$ cat src/rtl/doubly_linked_list_manager_assert.svh
// assertion macros for the list manager
`ifndef DOUBLY_LINKED_LIST_MANAGER_ASSERT_SVH
`define DOUBLY_LINKED_LIST_MANAGER_ASSERT_SVH
// implication checked every cycle outside reset
`define DLL_ASSERT_IMP(lbl, clk, rst, a, c) \
   lbl: assert property (@(posedge clk) disable iff (rst) (a) |-> (c)) \
      else $error("assertion failed");
// implication checked in the following cycle
`define DLL_ASSERT_NEXT(lbl, clk, rst, a, c) \
   lbl: assert property (@(posedge clk) disable iff (rst) (a) |=> (c)) \
      else $error("assertion failed");
`endif

$ cat src/rtl/dll_pkg.sv
package dll_pkg;
   localparam int NODES = 16;
   localparam int DATA_WIDTH = 32;
   localparam int HW = 5;
   localparam int IW = 4;
   localparam logic [HW-1:0] SENT = HW'(NODES);

   typedef enum logic [2:0] {
      CMD_PUSH_BACK = 3'd0, CMD_PUSH_FRONT = 3'd1, CMD_POP_BACK = 3'd2,
      CMD_POP_FRONT = 3'd3, CMD_INSERT = 3'd4, CMD_ERASE = 3'd5,
      CMD_FIND = 3'd6, CMD_CLEAR = 3'd7
   } cmd_type;

   typedef enum logic [2:0] {
      ST_OK = 3'd0, ST_FULL = 3'd1, ST_EMPTY = 3'd2, ST_BAD = 3'd3, ST_NOT_FOUND = 3'd4
   } status_type;

   // controller to datapath
   typedef struct packed {
      logic latch;       // capture request word
      logic alloc;       // link new node before target
      logic unlink;      // unlink target
      logic clear;       // pool reset
      logic find_start;  // cur <= head
      logic find_step;   // cur <= next[cur]
      logic done;        // drive result
      status_type st;
      logic [HW-1:0] rh_sel_cur; // result handle is cur
   } ctl_type;

   // datapath to controller
   typedef struct packed {
      logic [2:0] cmd;
      logic tgt_bad;     // target handle invalid for push or insert
      logic erase_bad;
      logic pool_empty;
      logic list_empty;
      logic cur_match;
      logic cur_end;     // cur is sentinel/out of range or steps exhausted
   } sts_type;
endpackage

$ cat src/rtl/dll_datapath.sv
module dll_datapath import dll_pkg::*; (
   input  logic clock,
   input  logic reset,
   input  logic [2:0] req_cmd,
   input  logic signed [31:0] req_item_value,
   input  logic [4:0] req_node_handle,
   input  ctl_type ctl,
   output sts_type sts,
   output logic [HW-1:0] alloc_handle,
   output logic [HW-1:0] cur_handle,
   output logic signed [31:0] pop_value,
   output logic [HW-1:0] len
);
   logic [DATA_WIDTH-1:0] val_mem [NODES];
   logic [HW-1:0] next_ff [NODES+1];
   logic [HW-1:0] prev_ff [NODES+1];
   logic [NODES-1:0] use_ff;
   logic [IW-1:0] fstk_ff [NODES];
   logic [HW-1:0] fcnt_ff, len_ff;
   logic [2:0] cmd_ff;
   logic [DATA_WIDTH-1:0] v_ff;
   logic [4:0] h_ff;
   logic [HW-1:0] cur_ff, steps_ff;
   logic [HW-1:0] tgt, p, n, top;
   logic [IW-1:0] ti;

   // target selection
   always_comb begin
      case (cmd_ff)
         CMD_PUSH_BACK:  tgt = SENT;
         CMD_PUSH_FRONT: tgt = next_ff[NODES];
         CMD_POP_BACK:   tgt = prev_ff[NODES];
         CMD_POP_FRONT:  tgt = next_ff[NODES];
         default:        tgt = h_ff;
      endcase
   end
   assign ti = tgt[IW-1:0];
   assign top = HW'(fstk_ff[IW'(fcnt_ff - 1'b1)]);
   assign p = (tgt <= SENT) ? prev_ff[tgt] : SENT;
   assign n = (tgt <= SENT) ? next_ff[tgt] : SENT;

   assign sts.cmd = cmd_ff;
   assign sts.tgt_bad = (tgt > SENT) || (tgt < SENT && !use_ff[ti]);
   assign sts.erase_bad = (tgt >= SENT) || !use_ff[ti];
   assign sts.pool_empty = (fcnt_ff == '0);
   assign sts.list_empty = (len_ff == '0) || (next_ff[NODES] == SENT);
   assign sts.cur_match = (cur_ff < SENT) && (val_mem[cur_ff[IW-1:0]] == v_ff);
   assign sts.cur_end = (cur_ff >= SENT) || (steps_ff >= SENT);

   always_ff @(posedge clock) begin
      if (reset || ctl.clear) begin
         for (int i = 0; i <= NODES; i++) begin
            next_ff[i] <= SENT;
            prev_ff[i] <= SENT;
         end
         for (int i = 0; i < NODES; i++) fstk_ff[i] <= IW'(NODES - 1 - i);
         use_ff <= '0;
         fcnt_ff <= HW'(NODES);
         len_ff <= '0;
      end else if (ctl.alloc) begin
         val_mem[top[IW-1:0]] <= v_ff;
         use_ff[top[IW-1:0]] <= 1'b1;
         next_ff[p] <= top;
         prev_ff[top] <= p;
         next_ff[top] <= tgt;
         prev_ff[tgt] <= top;
         fcnt_ff <= fcnt_ff - 1'b1;
         len_ff <= len_ff + 1'b1;
      end else if (ctl.unlink) begin
         next_ff[p] <= n;
         prev_ff[n] <= p;
         use_ff[ti] <= 1'b0;
         fstk_ff[fcnt_ff[IW-1:0]] <= ti;
         fcnt_ff <= fcnt_ff + 1'b1;
         len_ff <= len_ff - 1'b1;
      end
   end

   always_ff @(posedge clock) begin
      if (ctl.latch) begin
         cmd_ff <= req_cmd;
         v_ff <= req_item_value;
         h_ff <= req_node_handle;
      end
      if (ctl.alloc) alloc_handle <= top;
      if (ctl.unlink) pop_value <= val_mem[ti];
      if (ctl.find_start) begin
         cur_ff <= next_ff[NODES];
         steps_ff <= '0;
      end else if (ctl.find_step) begin
         cur_ff <= (cur_ff <= SENT) ? next_ff[cur_ff] : SENT;
         steps_ff <= steps_ff + 1'b1;
      end
   end

   assign cur_handle = cur_ff;
   assign len = len_ff;
endmodule

$ cat src/rtl/dll_ctrl.sv
module dll_ctrl import dll_pkg::*; (
   input  logic clock,
   input  logic reset,
   input  logic start,
   input  sts_type sts,
   output logic busy,
   output ctl_type ctl
);
   `include "doubly_linked_list_manager_assert.svh"
   typedef enum logic [2:0] {S_IDLE, S_DEC, S_WORK, S_FIND, S_DONE} state_type;
   state_type state_ff;
   status_type st_ff;
   logic cur_ff;
   logic is_find;

   assign busy = (state_ff != S_IDLE);
   assign is_find = (sts.cmd == CMD_FIND);

   always_comb begin
      ctl = '0;
      ctl.st = st_ff;
      ctl.rh_sel_cur = HW'(cur_ff);
      ctl.latch = (state_ff == S_IDLE) && start;
      if (state_ff == S_WORK) begin
         if (st_ff == ST_OK) begin
            case (sts.cmd)
               CMD_PUSH_BACK, CMD_PUSH_FRONT, CMD_INSERT: ctl.alloc = 1'b1;
               CMD_POP_BACK, CMD_POP_FRONT, CMD_ERASE: ctl.unlink = 1'b1;
               CMD_CLEAR: ctl.clear = 1'b1;
               default: ctl.find_start = 1'b1;
            endcase
         end
      end
      if (state_ff == S_FIND && !sts.cur_match && !sts.cur_end) ctl.find_step = 1'b1;
      ctl.done = (state_ff == S_DONE);
   end

   always_ff @(posedge clock) begin
      if (reset) begin
         state_ff <= S_IDLE;
         st_ff <= ST_OK;
         cur_ff <= 1'b0;
      end else begin
         case (state_ff)
            S_IDLE: if (start) state_ff <= S_DEC;
            S_DEC: begin
               state_ff <= S_WORK;
               cur_ff <= 1'b0;
               case (sts.cmd)
                  CMD_PUSH_BACK, CMD_PUSH_FRONT, CMD_INSERT:
                     st_ff <= sts.tgt_bad ? ST_BAD : (sts.pool_empty ? ST_FULL : ST_OK);
                  CMD_POP_BACK, CMD_POP_FRONT:
                     st_ff <= (sts.list_empty || sts.erase_bad) ? ST_EMPTY : ST_OK;
                  CMD_ERASE: st_ff <= sts.erase_bad ? ST_BAD : ST_OK;
                  default: st_ff <= ST_OK;
               endcase
            end
            S_WORK: state_ff <= (is_find && st_ff == ST_OK) ? S_FIND : S_DONE;
            S_FIND: begin
               if (sts.cur_match) begin
                  cur_ff <= 1'b1;
                  state_ff <= S_DONE;
               end else if (sts.cur_end) begin
                  st_ff <= ST_NOT_FOUND;
                  state_ff <= S_DONE;
               end
            end
            S_DONE: state_ff <= S_IDLE;
            default: state_ff <= S_IDLE;
         endcase
      end
   end

   `DLL_ASSERT_NEXT(a_done_idle, clock, reset, state_ff == S_DONE, state_ff == S_IDLE)
   `DLL_ASSERT_IMP(a_one_op, clock, reset, 1'b1,
      $onehot0({ctl.alloc, ctl.unlink, ctl.clear, ctl.find_start}))
   `DLL_ASSERT_IMP(a_ok_alloc, clock, reset, ctl.alloc, !sts.pool_empty)
   `DLL_ASSERT_NEXT(a_start_busy, clock, reset, start && !busy, busy)
endmodule

$ cat src/rtl/doubly_linked_list_manager.sv
// doubly linked list manager over a 16-node pool with a sentinel
// every command runs decode, work and result states in order; find adds a walk state
// find: the walk compares nodes from the head until a match, the sentinel or the step limit
// a new command is taken only when idle; busy is high until the result cycle ends
// the receiver cannot stall: each result word shows for exactly one cycle
// reset (synchronous, active high) empties the list and refills the free stack
module doubly_linked_list_manager import dll_pkg::*; (
   input  logic clock,
   input  logic reset,
   input  logic start,
   output logic busy,
   input  logic [2:0] req_cmd,
   input  logic signed [31:0] req_item_value,
   input  logic [4:0] req_node_handle,
   output logic rsp_valid,
   output logic [2:0] rsp_status,
   output logic [4:0] rsp_result_handle,
   output logic signed [31:0] rsp_result_value,
   output logic rsp_is_empty,
   output logic [4:0] rsp_length
);
   ctl_type ctl;
   sts_type sts;
   logic [HW-1:0] alloc_handle, cur_handle, len;
   logic signed [31:0] pop_value;
   logic is_alloc, is_pop;

   // controller sequences decode, link update, walk and result
   dll_ctrl u_ctrl (.clock, .reset, .start, .sts, .busy, .ctl);

   // link tables, free stack and value store
   dll_datapath u_dp (
      .clock, .reset, .req_cmd, .req_item_value, .req_node_handle,
      .ctl, .sts, .alloc_handle, .cur_handle, .pop_value, .len
   );

   assign is_alloc = (sts.cmd == CMD_PUSH_BACK) || (sts.cmd == CMD_PUSH_FRONT)
                     || (sts.cmd == CMD_INSERT);
   assign is_pop = (sts.cmd == CMD_POP_BACK) || (sts.cmd == CMD_POP_FRONT)
                   || (sts.cmd == CMD_ERASE);

   // result word
   assign rsp_valid = ctl.done;
   assign rsp_status = ctl.st;
   always_comb begin
      rsp_result_handle = SENT;
      rsp_result_value = '0;
      if (ctl.st == ST_OK) begin
         if (is_alloc) rsp_result_handle = alloc_handle;
         if (ctl.rh_sel_cur[0]) rsp_result_handle = cur_handle;
         if (is_pop) rsp_result_value = pop_value;
      end
   end
   assign rsp_is_empty = (len == '0);
   assign rsp_length = len;
endmodule

$ cat config.mk
export PLATFORM = sky130hd
export DESIGN_NAME = doubly_linked_list_manager
export DESIGN_NICKNAME = d
export VERILOG_FILES = /design/src/rtl/dll_pkg.sv /design/src/rtl/dll_datapath.sv /design/src/rtl/dll_ctrl.sv /design/src/rtl/doubly_linked_list_manager.sv
export VERILOG_INCLUDE_DIRS = /design/src /design/src/rtl
export SDC_FILE = /design/constraint.sdc
export NUM_CORES = 2
export LEC_CHECK = 0
export ABC_AREA = 0
export BUFFER_PORTS_ARGS = -buffer_cell sky130_fd_sc_hd__clkbuf_2
export CAP_MARGIN = 30
export CELL_PAD_IN_SITES_DETAIL_PLACEMENT = 1
export CELL_PAD_IN_SITES_GLOBAL_PLACEMENT = 2
export CORE_MARGIN = 2
export CORE_UTILIZATION = 36
export DETAILED_ROUTE_END_ITERATION = 7
export GPL_TIMING_DRIVEN = 0
export PLACE_DENSITY_LB_ADDON = 0.1
export SYNTH_ARGS = -nofsm -noshare
export SYNTH_HDL_FRONTEND = slang
export SYNTH_SLANG_ARGS = --single-unit
$ cat constraint.sdc
create_clock -name clock -period 11.07 [get_ports clock]
set_input_delay 1.6605 -clock clock [delete_from_list [all_inputs] [get_ports clock]]
set_output_delay 1.6605 -clock clock [all_outputs]
set_load 0.01 [all_outputs]
### After elaboration in Yosys (flattened, before gate mapping)

Memory sizes are Yosys's and may differ from the RTL's. A register that Yosys moved wholly into a read port is not among the register bits.
Index checks and enable logic that the tools add are counted.

* bits in registers: 87
* bits in latches: 0
* memory bits (writable): 746
* ROM bits: 0
* input port bits: 43
* output and inout bits: 48
* word-level logic and storage cells: 173
* memories kept: 4

Memories
* u_dp.val_mem: words 16, bits a word 32, rd ports 2, clocked after Yosys merged registers in 2, wr ports 1, RTL line dll_datapath.sv:14 `logic [DATA_WIDTH-1:0] val_mem [NODES];`
* u_dp.next_ff: words 17, bits a word 5, rd ports 3, clocked after Yosys merged registers in 1, wr ports 17, RTL line dll_datapath.sv:15 `logic [HW-1:0] next_ff [NODES+1];`
* u_dp.prev_ff: words 17, bits a word 5, rd ports 2, clocked after Yosys merged registers in 0, wr ports 17, RTL line dll_datapath.sv:16 `logic [HW-1:0] prev_ff [NODES+1];`
* u_dp.fstk_ff: words 16, bits a word 4, rd ports 1, clocked after Yosys merged registers in 0, wr ports 16, RTL line dll_datapath.sv:18 `logic [IW-1:0] fstk_ff [NODES];`

* add/sub/neg operators: 5
* $mul: 0
* div/mod/pow operators: 0
* $lt $le $gt $ge: 12
* equal/unequal tests: 18
* shifts and indexed selects: 0
* mux-type cells: 74
* bitwise gates (word level): 4
* reductions and logical operators: 44

Operators with widths (count)
* $mux W5: 24
* $mux W32: 2
* $eq A32 B32 Y1: 1
* $mux W16: 2
* $mux W1: 25
* $reduce_or A5 Y1: 5
* $mux W4: 5
* $mux W3: 6
* $and A16 B16 Y16: 1
* $not A16 Y16: 1
* $or A16 B16 Y16: 1
* $add A5 B1 Y5 const B: 3
* $eq A3 B3 Y1 const B: 5
* $ge A5 B5 Y1 const B: 3
* $pmux W5 S3: 1
* $eq A3 B2 Y1 const B: 4
* $pmux W3 S4: 1
* $le A5 B5 Y1 const B: 2
* $logic_not A5 Y1: 2
* $logic_or A1 B1 Y1: 10
* $lt A4 B5 Y1 const B: 2
* $lt A5 B5 Y1 const B: 2
* $sub A5 B1 Y5 const B: 2
* $logic_not A3 Y1: 3
* 24 further kinds: 44

### Logic depth before layout (Yosys ltp)

* word-level depth: 12
* mapped depth: 17
* gate-level depth less buffers: 12

### Cells and area by module

Synthesis repeated with hierarchy kept, for this count alone.

* cell total of the unflattened synthesis: 3016
* area, all modules: 45791.4 um2

Modules (own cells, without submodules)
* dll_datapath: times used 1, cells an instance 2849, area an instance 44500.2 um2, seq. area each 27636.5 um2
* doubly_linked_list_manager: times used 1, cells an instance 102, area an instance 777.0 um2, seq. area each 0.0 um2
* dll_ctrl: times used 1, cells an instance 65, area an instance 514.2 um2, seq. area each 140.1 um2

### Least setup slack after synthesis

No wires, ideal clock.

* path kind: reg-to-reg
* start: register u_dp.fcnt_ff[0]
* end: memory u_dp.next_ff[8][3], data pin
* setup time: 0.258 ns
* arrival time: 4.516 ns
* data required time: 10.812 ns
* path slack: 6.296 ns
* stages on the path, launching flop included: 15
* buffers on the path: 2
* clock period less this slack: 4.774 ns
* cell sequence: dfxtp_1 > buf_2 > buf_2 > inv_1 > ha_1 > xor2_1 > mux4_2 > mux2_2 > a21oi_2 > inv_1 > nor2_1 > nand2_1 > inv_1 > nor2_1 > a32o_1

RTL lines
* start, declared: RTL line dll_datapath.sv:19 `logic [HW-1:0] fcnt_ff, len_ff;`
* start signal, assigned: RTL line dll_datapath.sv:58 `fcnt_ff <= HW'(NODES);`
* start signal, assigned: RTL line dll_datapath.sv:67 `fcnt_ff <= fcnt_ff - 1'b1;`
* start signal, assigned: RTL line dll_datapath.sv:74 `fcnt_ff <= fcnt_ff + 1'b1;`
* end, declared: RTL line dll_datapath.sv:15

### Final worst setup path

* start: register u_dp.fcnt_ff[0]
* end: memory u_dp.val_mem[7][12] (enable)

* longest elaborated chain between the ends: 2

Ends and longest elaborated chain
* $sub A5 B1 Y5: RTL line dll_datapath.sv:38 `assign top = HW'(fstk_ff[IW'(fcnt_ff - 1'b1)]);`
* $mem_v2 Z16 W4
* named net u_dp.top[3]: RTL line dll_datapath.sv:24 `logic [HW-1:0] tgt, p, n, top;`
* end, declared: RTL line dll_datapath.sv:14

The timed path passes the listed nets, and every way through them passes these cells.

==> flow_results.org <==
** Logic synthesis
- Most instantiated library cell after synthesis :: sky130_fd_sc_hd__edfxtp_1
- Yosys printed 0 warnings.
- Synth Flop Type :: sky130_fd_sc_hd__edfxtp_1
- Share of flip-flops with an asynchronous set or reset after synthesis :: 0%
- Number of instances in the synthesized netlist :: 3027
- Of the post-synthesis cell area, the dominant cell type holds slightly below 60%.
- The number of nets in the synthesized netlist is 3080.
- After synthesis, flip-flops and latches occupy between 60 and 70% of the total area.
- Synthesis inferred 945 register bits.
- The largest total area in the synthesized netlist belongs to sky130_fd_sc_hd__edfxtp_1.
- Yosys mapped a number of flops with a built-in enable equal to 885.
- In the synthesized netlist, the cells that appear most often are sky130_fd_sc_hd__edfxtp_1, sky130_fd_sc_hd__nand2_1, sky130_fd_sc_hd__mux4_2.
- A synthesized cell averages 15.0 µm².
- Number of unique standard cell types used by synthesis :: 90
- Total standard cell area after synthesis :: 45300 µm²
- Dominant cells by area after synthesis :: sky130_fd_sc_hd__edfxtp_1, sky130_fd_sc_hd__mux4_2, sky130_fd_sc_hd__nand2_1

** Detailed routing
- Remaining antenna violation count :: 0
- After detailed routing, the number of remaining DRC violations is 0.
- In this run, the number of DRC markers left after iteration 0 of detailed routing was 3597.
- Vias after detailed routing :: 31046
- Length of the first detailed-routing pass in iterations :: 5
- Wire length reported by the detailed router :: 188000 µm
- After detailed routing, the average wire length per cell comes to 37.3 µm.
- In the routed layout, each cell is associated on average with a via count of approximately 6.2.

** Clocking
- After clock tree synthesis, the clock-pin slew on the worst setup and hold paths is 60 ps.
- TritonCTS built the clock tree.
- Post-CTS resize count :: 0
- TritonCTS buffer count :: 108
- The H-tree was split into 3 levels.
- The clock reaches the later pin of the worst-skew pair after between 700 and 800 ps.
- The cell sitting at the root of the clock tree is a sky130_fd_sc_hd__clkbuf_16.
- Maximum number of buffers from clock root to sink :: 3
- # hold bufs at CTS :: 0
- The number of setup buffers added after CTS is 0.
- # clock sinks :: 945

** Timing
- Adding up every negative setup slack in the final design gives 0 ps.
- On the final layout, the worst hold slack is approximately 460 ps.
- Setup violations remaining at the end of the flow were counted as 0.
- The clock period could shrink to 6960 ps.
- Final slew viol count :: 0
- Fmax achieved :: 0.144 GHz
- The number of failing hold endpoints at the final stage is 0.
- On the final layout, the worst clock skew is 42.7 ps.
- The final critical path takes up 62.9% of the cycle.
- Slew at the pin with the worst max-slew slack :: 1060 ps
- Max_slew headroom :: 29.5%
- Setup repair after global routing left no endpoint under its margin.

** Setup path
- Critical path arrival :: roughly 7400 ps
- Counting both buffers and inverters, the worst setup path holds a total of 9.
- The slowest stage of the critical path belongs to the cell sky130_fd_sc_hd__clkbuf_1.
- By startpoint and endpoint, the worst setup path is classified as reg2reg.
- Along the worst path, the maximum fanout reaches 19.
- Crit path top cell by count :: sky130_fd_sc_hd__clkbuf_1
- The largest single stage delay on the critical path is 650 ps.
- STA classifies the critical path startpoint as a flop.
- Type of element capturing the critical path :: flop
- Data on the critical path is required at its endpoint by 11480 ps.
- Cell family with most CP delay :: buffers and inverters
- The critical path goes through buf_2 -> buf_2 -> inv_1 -> ha_1 -> clkbuf_1 -> clkbuf_1 -> mux4_2 -> mux2_2 -> a21oi_1 -> clkbuf_1 -> inv_1 -> nor2_1 -> nand2_1 -> inv_2 -> buf_12.

** Pwr
- In this run, the combinational gates consume between 10% and 20% of the power.
- Proportion of power drawn by the clock network :: 42.0%
- Cell internal power was estimated by the tool at between 0.006 and 0.007 W.
- Sw Ratio :: 26.7%
- In this run the power density over the cells is 169 nW/µm².
- VDD sags by at most 0.117 mV.
- Summed over all cells, the static leakage comes to 17.5 nW.
- Power share of the sequential group :: 45.9%
- For this design the total switching power over the nets is 0.00237 W.

** Die
- Die width :: 359 µm
- For this configuration, the core starts out at a cell density of a little over a third.
- The die covers roughly 130000 µm².
- 91 I/O pins were placed.
- Core Box Area :: 125000 µm²
- From bottom edge to top edge, the die measures around 360 µm.
- The floorplan has 130 rows.

** GRT
- The number of antenna violations at the first check in global routing came to 5.
- Global-route wire length before repair :: 259000 µm
- The number of global-route vias before repair came to around 32000.
- Largest net degree at the start of global routing :: 38
- GRT Residual Overflow :: 0
- Combined global-route utilization of all metal layers :: slightly below 30%

** Finish
- Final Net Count :: 3348
- Fraction of final layout cells with drive strength greater than 1 :: 23.9%
- The repair_antennas step left the layout with diodes totalling 0.
- Final Instance Count excl. Fillers :: 5039
- The area growth from synthesis to layout is 15.8%.

** Placement
- Routability-driven placement finished with a final weighted congestion of around 0.9.
- Once placement completed, the tool counted placed cells totaling 4833.
- Input/output buffers :: 90
- Once detailed placement completed, the half-perimeter wirelength came to 132000 µm.

** Status
- Result of the run :: finished, final reports clean

** Hold path
- Hold WC Path Type :: reg2reg

** Job
- The tool flagged a number of max-cap violations equal to 0.
## power by group through the flow
stage               Clock (W)  Sequential (W)  Combinational [W]
floorplan                   0         0.00410           0.000565
global placement            0         0.00413            0.00101
detailed placement          0         0.00413            0.00107
CTS                   0.00375         0.00406            0.00107
global route          0.00388         0.00407            0.00112
finish                0.00372         0.00406            0.00107
## stage by stage
stage               instance area (µm²)  worst slack, ps  power (W)  util (%)
floorplan                         45300             6300    0.00466         -
global placement                  47800             2960    0.00514      38.2
detailed placement                48900             4130    0.00520      39.0
CTS                               52500             4070    0.00888      41.9
global route                      52500             3820    0.00907      41.9
finish                            52500             4110    0.00885      41.9
## cell families (layout without fill, tap and decap cells)
| logic type | after synthesis | count (layout) | synth area share, % |
|---|---|---|---|
| multiplexers | 473 | 473 | 19.8 |
| AND/OR/NAND/NOR | 860 | 860 | 8.72 |
| AO/OA/AOI/OAI | 411 | 411 | 6.13 |
| buffers and inverters | 278 | 640 | 2.79 |
| adder cells (fa/ha/maj) | 10 | 10 | 0.293 |
| XOR/XNOR | 50 | 50 | 0.983 |
| flip-flops | 945 | 945 | 61.3 |
## area by class of cell
cell class                 instances  area [µm²]
inverter                          51         211
timing repair buffer             158        1470
clock inverter                    64         647
sequential                       945       27800
multi-input combinational       1804       16300
buffer                           227        1070
tap                             1650        2060
fill                           12621       72800
clock buffer                     140        2960
## layout by cell type, fill, tap and decap left out, types with 71 or more instances in the layout
cell | Yosys | layout
sky130_fd_sc_hd__mux4_2 | 333 | 333
sky130_fd_sc_hd__nor2_1 | 159 | 158
sky130_fd_sc_hd__nand2_1 | 361 | 361
sky130_fd_sc_hd__o22ai_1 | 71 | 71
sky130_fd_sc_hd__nand3_1 | 125 | 125
sky130_fd_sc_hd__edfxtp_1 | 885 | 885
sky130_fd_sc_hd__clkbuf_16 | 0 | 112
sky130_fd_sc_hd__mux2i_1 | 124 | 124
sky130_fd_sc_hd__clkbuf_2 | 0 | 90
sky130_fd_sc_hd__clkbuf_1 | 116 | 139
sky130_fd_sc_hd__o21ai_1 | 75 | 75
## state kept, by name (all words and copies together) (netlist names), named ones only
signal,flops
u_dp.prev_ff,85
u_dp.len,5
u_ctrl.state_ff,3
u_dp.steps_ff,5
u_dp.v_ff,32
u_ctrl.cur_ff,1
u_dp.pop_value,32
u_ctrl.st_ff,3
u_dp.alloc_handle,4
u_dp.val_mem,512
u_dp.fstk_ff,64
u_dp.use_ff,16
u_dp.cmd_ff,3
u_dp.cur_handle,5
u_dp.h_ff,5
u_dp.fcnt_ff,5
u_dp.next_ff,160
## layer usage
layer  part of all wire [%]  up-vias  wire length [µm]  track usage [%]
met1                     40    16632             75300             38.0
met5                  0.019        -                35                0
met3                    7.1      321             13300             4.71
met4                    3.8        6              7180             10.7
met2                     49     1470             92100             49.2
li1                       -    12617                 -                -
## worst paths after layout
path                    start                  end  slack (ps)  depth (start not counted)
min reg2reg  u_dp.steps_ff[4]     u_dp.steps_ff[4]         460                          2
min          u_dp.steps_ff[4]     u_dp.steps_ff[4]         460                          2
max           u_dp.fcnt_ff[0]  u_dp.val_mem[7][12]        4110                         15
max reg2reg   u_dp.fcnt_ff[0]  u_dp.val_mem[7][12]        4110                         15
## worst register-to-register path: stages, from the launching register on
cell,delay (ps)
sky130_fd_sc_hd__dfxtp_1,380
sky130_fd_sc_hd__buf_2,310
sky130_fd_sc_hd__buf_2,420
sky130_fd_sc_hd__inv_1,210
sky130_fd_sc_hd__ha_1,320
sky130_fd_sc_hd__clkbuf_1,610
sky130_fd_sc_hd__clkbuf_1,650
sky130_fd_sc_hd__mux4_2,410
sky130_fd_sc_hd__mux2_2,290
sky130_fd_sc_hd__a21oi_1,470
sky130_fd_sc_hd__clkbuf_1,570
sky130_fd_sc_hd__inv_1,220
sky130_fd_sc_hd__nor2_1,440
sky130_fd_sc_hd__nand2_1,360
sky130_fd_sc_hd__inv_2,640
sky130_fd_sc_hd__buf_12,300
(Power assumes the default switching activity.)
